## src/hdl/scrambled_halton_hammersley_sample_core_assert.svh

```systemverilog
// assertion macros used by the sample core controller
`ifndef SCRAMBLED_HALTON_HAMMERSLEY_SAMPLE_CORE_ASSERT_SVH
`define SCRAMBLED_HALTON_HAMMERSLEY_SAMPLE_CORE_ASSERT_SVH

// same-cycle implication, clocked on clk, off during rst
`define SHHS_ASSERT_SAME(label, ante, cons, msg) \
  label: assert property (@(posedge clk) disable iff (rst) (ante) |-> (cons)) \
    else $error(msg);

// next-cycle implication, clocked on clk, off during rst
`define SHHS_ASSERT_NEXT(label, ante, cons, msg) \
  label: assert property (@(posedge clk) disable iff (rst) (ante) |=> (cons)) \
    else $error(msg);

`endif

```

## src/hdl/shhs_pkg.sv

```systemverilog
// shared constants, types and prime table of the sample core
package shhs_pkg;

  localparam int PRIME_COUNT_DEF   = 32;
  localparam int ROW_LENGTH_DEF    = 256;
  localparam int FRACTION_BITS_DEF = 32;

  localparam int IDX_W     = 31;
  localparam int SUM_W     = 32;
  localparam int DIM_W     = 8;
  localparam int TSLOT_W   = 5;
  localparam int TDIGIT_W  = 8;
  localparam int VAL_W     = 8;
  localparam int OUT_W     = 32;
  localparam int BASE_W    = 10;
  localparam int CFG_IDX_W = 2;
  localparam int CFG_W     = 31;
  localparam int ROM_SIZE  = 100;
  localparam int ROM_IDX_W = 7;

  // denominator is at most base * sum, numerator at most 255 times that
  localparam int DEN_W = SUM_W + BASE_W;
  localparam int NUM_W = DEN_W + VAL_W;

  localparam logic [CFG_IDX_W-1:0] REG_MODE   = 2'd0;
  localparam logic [CFG_IDX_W-1:0] REG_OFFSET = 2'd1;
  localparam logic [CFG_IDX_W-1:0] REG_COUNT  = 2'd2;

  localparam logic KIND_SAMPLE = 1'b0;
  localparam logic KIND_LOAD   = 1'b1;
  localparam logic MODE_HALTON = 1'b0;

  localparam logic [BASE_W-1:0] PRIME_ROM [ROM_SIZE] = '{
      10'd2,   10'd3,   10'd5,   10'd7,   10'd11,  10'd13,  10'd17,  10'd19,  10'd23,  10'd29,
      10'd31,  10'd37,  10'd41,  10'd43,  10'd47,  10'd53,  10'd59,  10'd61,  10'd67,  10'd71,
      10'd73,  10'd79,  10'd83,  10'd89,  10'd97,  10'd101, 10'd103, 10'd107, 10'd109, 10'd113,
      10'd127, 10'd131, 10'd137, 10'd139, 10'd149, 10'd151, 10'd157, 10'd163, 10'd167, 10'd173,
      10'd179, 10'd181, 10'd191, 10'd193, 10'd197, 10'd199, 10'd211, 10'd223, 10'd227, 10'd229,
      10'd233, 10'd239, 10'd241, 10'd251, 10'd257, 10'd263, 10'd269, 10'd271, 10'd277, 10'd281,
      10'd283, 10'd293, 10'd307, 10'd311, 10'd313, 10'd317, 10'd331, 10'd337, 10'd347, 10'd349,
      10'd353, 10'd359, 10'd367, 10'd373, 10'd379, 10'd383, 10'd389, 10'd397, 10'd401, 10'd409,
      10'd419, 10'd421, 10'd431, 10'd433, 10'd439, 10'd443, 10'd449, 10'd457, 10'd461, 10'd463,
      10'd467, 10'd479, 10'd487, 10'd491, 10'd499, 10'd503, 10'd509, 10'd521, 10'd523, 10'd541
  };

  function automatic logic [BASE_W-1:0] prime_at(input logic [ROM_IDX_W-1:0] i);
    logic [BASE_W-1:0] p;
    if (i < ROM_IDX_W'(ROM_SIZE)) begin
      p = PRIME_ROM[i];
    end else begin
      p = PRIME_ROM[0];
    end
    return p;
  endfunction

  typedef struct packed {
    logic load_wr;
    logic capture;
    logic init_first;
    logic init_digits;
    logic mod_start;
    logic mod_take;
    logic dig_start;
    logic mem_read;
    logic acc;
    logic frac_init;
    logic frac_step;
    logic out_load;
  } cmd_t;

  typedef struct packed {
    logic first;
    logic need_mod;
    logic rest_zero;
    logic div_busy;
    logic ovf;
    logic frac_last;
    logic out_free;
  } stat_t;

endpackage

```

## src/hdl/shhs_ctrl.sv

```systemverilog
// controller state machine sequencing one word through the datapath
module shhs_ctrl
  import shhs_pkg::*;
(
  input  logic  clk,
  input  logic  rst,
  input  logic  in_valid,
  input  logic  in_kind,
  output logic  in_ready,
  output cmd_t  cmd,
  input  stat_t stat
);

  `include "scrambled_halton_hammersley_sample_core_assert.svh"

  localparam logic [3:0] S_IDLE  = 4'd0;
  localparam logic [3:0] S_SETUP = 4'd1;
  localparam logic [3:0] S_MOD   = 4'd2;
  localparam logic [3:0] S_LOOP  = 4'd3;
  localparam logic [3:0] S_DIG   = 4'd4;
  localparam logic [3:0] S_ACC   = 4'd5;
  localparam logic [3:0] S_FINIT = 4'd6;
  localparam logic [3:0] S_FRAC  = 4'd7;
  localparam logic [3:0] S_DONE  = 4'd8;

  logic [3:0] state;
  logic [3:0] state_next;

  always_ff @(posedge clk) begin
    if (rst) begin
      state <= S_IDLE;
    end else begin
      state <= state_next;
    end
  end

  always_comb begin
    cmd        = '0;
    in_ready   = 1'b0;
    state_next = state;
    unique case (state)
      S_IDLE: begin
        // no word is taken while reset is held
        in_ready = !rst;
        if (in_valid && !rst) begin
          if (in_kind == KIND_LOAD) begin
            cmd.load_wr = 1'b1;
          end else begin
            cmd.capture = 1'b1;
            state_next  = S_SETUP;
          end
        end
      end
      S_SETUP: begin
        if (stat.first) begin
          cmd.init_first = 1'b1;
          state_next     = S_FINIT;
        end else if (stat.need_mod) begin
          cmd.mod_start = 1'b1;
          state_next    = S_MOD;
        end else begin
          cmd.init_digits = 1'b1;
          state_next      = S_LOOP;
        end
      end
      S_MOD: begin
        if (!stat.div_busy) begin
          cmd.mod_take = 1'b1;
          state_next   = S_LOOP;
        end
      end
      S_LOOP: begin
        if (stat.rest_zero) begin
          state_next = S_FINIT;
        end else begin
          cmd.dig_start = 1'b1;
          state_next    = S_DIG;
        end
      end
      S_DIG: begin
        if (!stat.div_busy) begin
          cmd.mem_read = 1'b1;
          state_next   = S_ACC;
        end
      end
      S_ACC: begin
        cmd.acc    = 1'b1;
        state_next = S_LOOP;
      end
      S_FINIT: begin
        cmd.frac_init = 1'b1;
        state_next    = stat.ovf ? S_DONE : S_FRAC;
      end
      S_FRAC: begin
        cmd.frac_step = 1'b1;
        if (stat.frac_last) begin
          state_next = S_DONE;
        end
      end
      S_DONE: begin
        if (stat.out_free) begin
          cmd.out_load = 1'b1;
          state_next   = S_IDLE;
        end
      end
      default: state_next = S_IDLE;
    endcase
  end

  `SHHS_ASSERT_NEXT(a_dig_to_acc, (state == S_DIG) && !stat.div_busy, state == S_ACC,
                    "digit divide done but no accumulate followed")
  `SHHS_ASSERT_NEXT(a_done_to_idle, (state == S_DONE) && stat.out_free, state == S_IDLE,
                    "result loaded but controller did not return to idle")
  `SHHS_ASSERT_NEXT(a_sample_leaves_idle,
                    (state == S_IDLE) && in_valid && (in_kind == KIND_SAMPLE),
                    state == S_SETUP, "sample word accepted but not started")
  `SHHS_ASSERT_SAME(a_div_idle_when_waiting, (state == S_LOOP) || (state == S_ACC),
                    !stat.div_busy, "divider busy outside a divide wait")

endmodule

```

## config.mk

```make
export PLATFORM = sky130hd
export DESIGN_NAME = shhs_ctrl
export DESIGN_NICKNAME = d
export VERILOG_FILES = /design/src/hdl/shhs_pkg.sv /design/src/hdl/shhs_ctrl.sv
export VERILOG_INCLUDE_DIRS = /design/src /design/src/hdl
export SDC_FILE = /design/constraint.sdc
export NUM_CORES = 1
export LEC_CHECK = 0
export BUFFER_PORTS_ARGS = -buffer_cell sky130_fd_sc_hd__buf_2
export CAP_MARGIN = 15
export CORE_AREA = 10 10 47 49
export DETAILED_ROUTE_END_ITERATION = 10
export DIE_AREA = 0 0 57 59
export PLACE_DENSITY_LB_ADDON = 0.05
export SLEW_MARGIN = 20
export SYNTH_ARGS = -nofsm -noshare
export SYNTH_HDL_FRONTEND = slang
export SYNTH_SLANG_ARGS = --single-unit
```

## constraint.sdc

```tcl
create_clock -name clk -period 2.05 [get_ports clk]
set_input_delay 0.205 -clock clk [delete_from_list [all_inputs] [get_ports clk]]
set_output_delay 0.205 -clock clk [all_outputs]
set_load 0.005 [all_outputs]
```

After elaboration in Yosys (flattened, before gate mapping). Index checks and enable logic that the tools add are counted.

Register bits after elaboration: 4. Input port bits: 11. Output and inout port bits: 13. Logic and storage cells: 50.

Equal/unequal tests: 14. Muxes and demuxes: 31. Reduce and logical (&&, ||, !) cells: 4.

Operators by type and width (number): 4-bit one-hot mux with 9 select lines (1); 4-bit two-way mux (8); 1-bit two-way mux (17); 4-bit by 3-bit equality test with 1-bit output, second input constant (4); 2-bit != test, second input constant (6); 4-bit by 2-bit equality test with 1-bit output, second input constant (2); 2-bit two-way mux (4); 6-bit AND reduction (1); 4-bit by 1-bit equality test with 1-bit output, second input constant (1); 4-bit equality test, second input constant (1); 4-bit logical NOT (1); 3-bit two-way mux (1); 1-bit logical AND (1); 1-bit logical NOT (1).

Logic depth before layout (Yosys ltp).
Word-level depth: 4. Mapped depth: 5. Mapped depth without buffers: 3.

Least setup slack after synthesis. Ideal clock, no wire load.

Kind: register -> output. Start: register state[2]. End: output port cmd[10] (netlist bit). Arrival time: 1.300 ns. Data required time: 1.845 ns. Slack: 0.545 ns. Cell stages (with the launch flop): 6. Path buffers: 2. Cells stage by stage: dfxtp_1 > buf_6 > or2_1 > clkbuf_2 > nor4_1 > and3b_1.

RTL lines: start, declared (RTL line shhs_ctrl.sv:26) `logic [3:0] state;`; start signal, assigned (RTL line shhs_ctrl.sv:33) `state <= state_next;`; end, declared (RTL line shhs_ctrl.sv:10) `output cmd_t cmd,`.

==> results by group <==
STA
  – RSZ-0062 raised after global routing: false
  – Slew headroom: 69.9%
  – Setup Viol. Count Final: 0
  – Final period util: 89.0%
  – Final TNS setup: 0 ps
  – Setup skew after layout: 5.39 ps
  – Highest Clock Rate: 548 MHz
  – Worst slew pin tran: 450 ps
  – Final count of hold timing violations: 0
  – Fin crit period: 1830 ps
  – Slew Limit Fails: 0

Die
  – DIE AREA: 0.00336 sq mm
  – Die width: 57 microns
  – Initial core utilization: 29.6%
  – Row cnt: 14
  – Die Ht: 59 microns
  – Core area: 0.00140 sq mm
  – Boundary Pins: 24

Cells and area
  – Share of layout cells above drive strength 1: 38.5%
  – Antenna diode count: 0
  – P&R area growth vs syn: 33.5%
  – Largest registers: state (4)
  – Final nets: 91
  – Max FFs per register: 4
  – Non-filler instance count after layout: 94
  – Top reg by flops: state

Yosys
  – Cells after Synth: 55
  – Top cells by area, synth: dfxtp_1, nor3_1, nor2_1, nand2b_1, nor4_1
  – Xor-xnor portion of the synthesized cell area: 0%
  – EDFF count, synth: 0
  – Adder-cell area share of the yosys netlist: 0%
  – Post-synth design cell area: 414 sq um
  – Post-Synth Simple-Gate Area: 48.3%
  – Yosys reg bits: 4
  – Compound-Gate Fraction of Synth Area: 20.8%
  – Main synth FF type: dfxtp_1
  – Largest family of logic cells by synthesized area: simple AND/OR/NAND/NOR gates
  – Syn Nets: 66
  – Most instantiated cells after synthesis: nor2_1, nor3_1, dfxtp_1, nand2b_1
  – Post-synthesis cell type count: 31
  – Synth top area share: 19.3%
  – Top-count cell post-synth: nor2_1
  – Syn_area_per_cell: 7.53 sq um
  – Synth warn: 0
  – Register area share after synthesis: 19.3%
  – Async S/R FF share, synth: 0%
  – Multiplexer area fraction after synthesis: 2.42%
  – Area leader, netlist: dfxtp_1

Place
  – Placed insts: 91
  – Placer Congestion: 0.746
  – Port buffer count: 23
  – Hpwl dp: 1.06 mm

Clock tree
  – Post-CTS Setup Bufs: 0
  – Clock Sink Count: 4
  – Reg clk slew, reported paths: 40 ps
  – Root Driver: clkbuf_4
  – CTS resizes: 0
  – CTS tree: yes
  – TritonCTS buffer count: 3
  – Cts hold-fix bufs: 0
  – Max clock buf depth: 2
  – Worst skew pair latency: 230 ps
  – H-tree Lvls: 1

Power
  – Clk pwr share: 16.5%
  – Combinational power share: 54.4%
  – Net Switching: 0.000252 W
  – Maximum vdd drop: 0.649 mV
  – Internal: 0.000329 W
  – Leak: 0.265 nW
  – PD cells: 1050 mW/mm^2
  – Sequential Power Share: 29.1%
  – Sw Share: 43.4%

GRT
  – Vias in the first global route: 538
  – Total global routing track utilization: 8.03%
  – GRT overflow: 0
  – First-pass GRT wire length: 2.25 mm
  – Initial antenna violation count: 0
  – Largest net degree at the start of global routing: 16

Detailed routing
  – # DRC: 0
  – Vias per Instance: 5.29
  – Wirelength per Cell: 13.4 microns
  – Drt first pass iters: 3
  – Antenna viol nets, final: 0
  – Via count: 497
  – First DRT Iteration DRCs: 8
  – Final wirelength: 1.26 mm

Critical path
  – Critical Path Fanout Max: 10
  – CP Class: register to output pin
  – Critical Path AT: 1620 ps
  – CP max stage delay: 370 ps
  – Startpoint Class: register
  – Slowest cell on the critical path: dfxtp_1
  – CP required: 1850 ps
  – CP Cell Sequence: or2_1 > nor4_1 > and3b_1 > buf_2
  – Crit. End Element: output pin

Flow run
  – MaxCap Viol Count: 0

Min path
  – Worst min-delay path class: input port to register

Status
  – Status: completed
==> cells by family (layout without fill, tap and decap cells) <==
group,Yosys count,in the layout
flops,4,4
mux,1,1
simple gates,33,33
compound gates,10,10
buf+inv,7,30
==> stage by stage <==
stage / util [%] / area, sq um / setup WS, ps / hold slack [ps] / power, W
floorplan: - / 414 / 545 / 283 / 0.000410
global placement: 37.9 / 531 / 481 / 439 / 0.000500
detailed placement: 37.9 / 531 / 449 / 441 / 0.000493
CTS: 39.5 / 553 / 188 / 194 / 0.000594
global route: 39.5 / 553 / 89.5 / 197 / 0.000648
finish: 39.5 / 553 / 225 / 203 / 0.000581
==> path summary, 6_finish.rpt <==
check             cells after the start     start       end  slack [ps]
hold / removal                        2       rst  state[3]         200
setup reg to reg                      3  state[1]  state[3]         580
setup / recovery                      4  state[2]   cmd[10]         220
hold reg to reg                       2  state[3]  state[0]         610
==> worst max-delay path, delay by kind of cell (launching register included) <==
family,cells,cell delay [ps]
and+or+nand+nor,3,910
buffers and inverters,1,110
DFF,1,370
==> layout by cell type, fill, tap and decap left out, types with 2 or more instances in the layout <==
master    count
nor3_1        6
a211oi_1      2
inv_1         3
dfxtp_1       4
nor2_1        7
nor4_1        3
nand2b_1      4
nand2_1       2
clkbuf_4      3
buf_2        23
==> cell type report <==
| cell class | instances | area [sq um] |
|---|---|---|
| fillers | 164 | 848 |
| multi-input cells | 44 | 297 |
| repair buffers | 24 | 123 |
| flip-flops and latches | 4 | 80.1 |
| clock buffers | 3 | 22.5 |
| well taps | 16 | 20.0 |
| inverters | 3 | 11.3 |
==> power by group through the flow <==
stage               clock network [W]  logic, W  registers [W]
finish                      0.0000958  0.000316       0.000169
global route                 0.000111  0.000359       0.000178
CTS                          0.000103  0.000322       0.000169
detailed placement                  0  0.000322       0.000172
global placement                    0  0.000330       0.000170
floorplan                           0  0.000286       0.000125
==> metal layers <==
layer / share of wire (%) / GRT usage (%) / vias to the layer above
met5: 0 / 0 / -
met4: 0 / 1.01 / 0
met3: 7.4 / 4.72 / 0
met2: 46 / 13.5 / 20
met1: 46 / 8.77 / 221
li1: - / - / 256
Power figures use the tool's default switching activity.
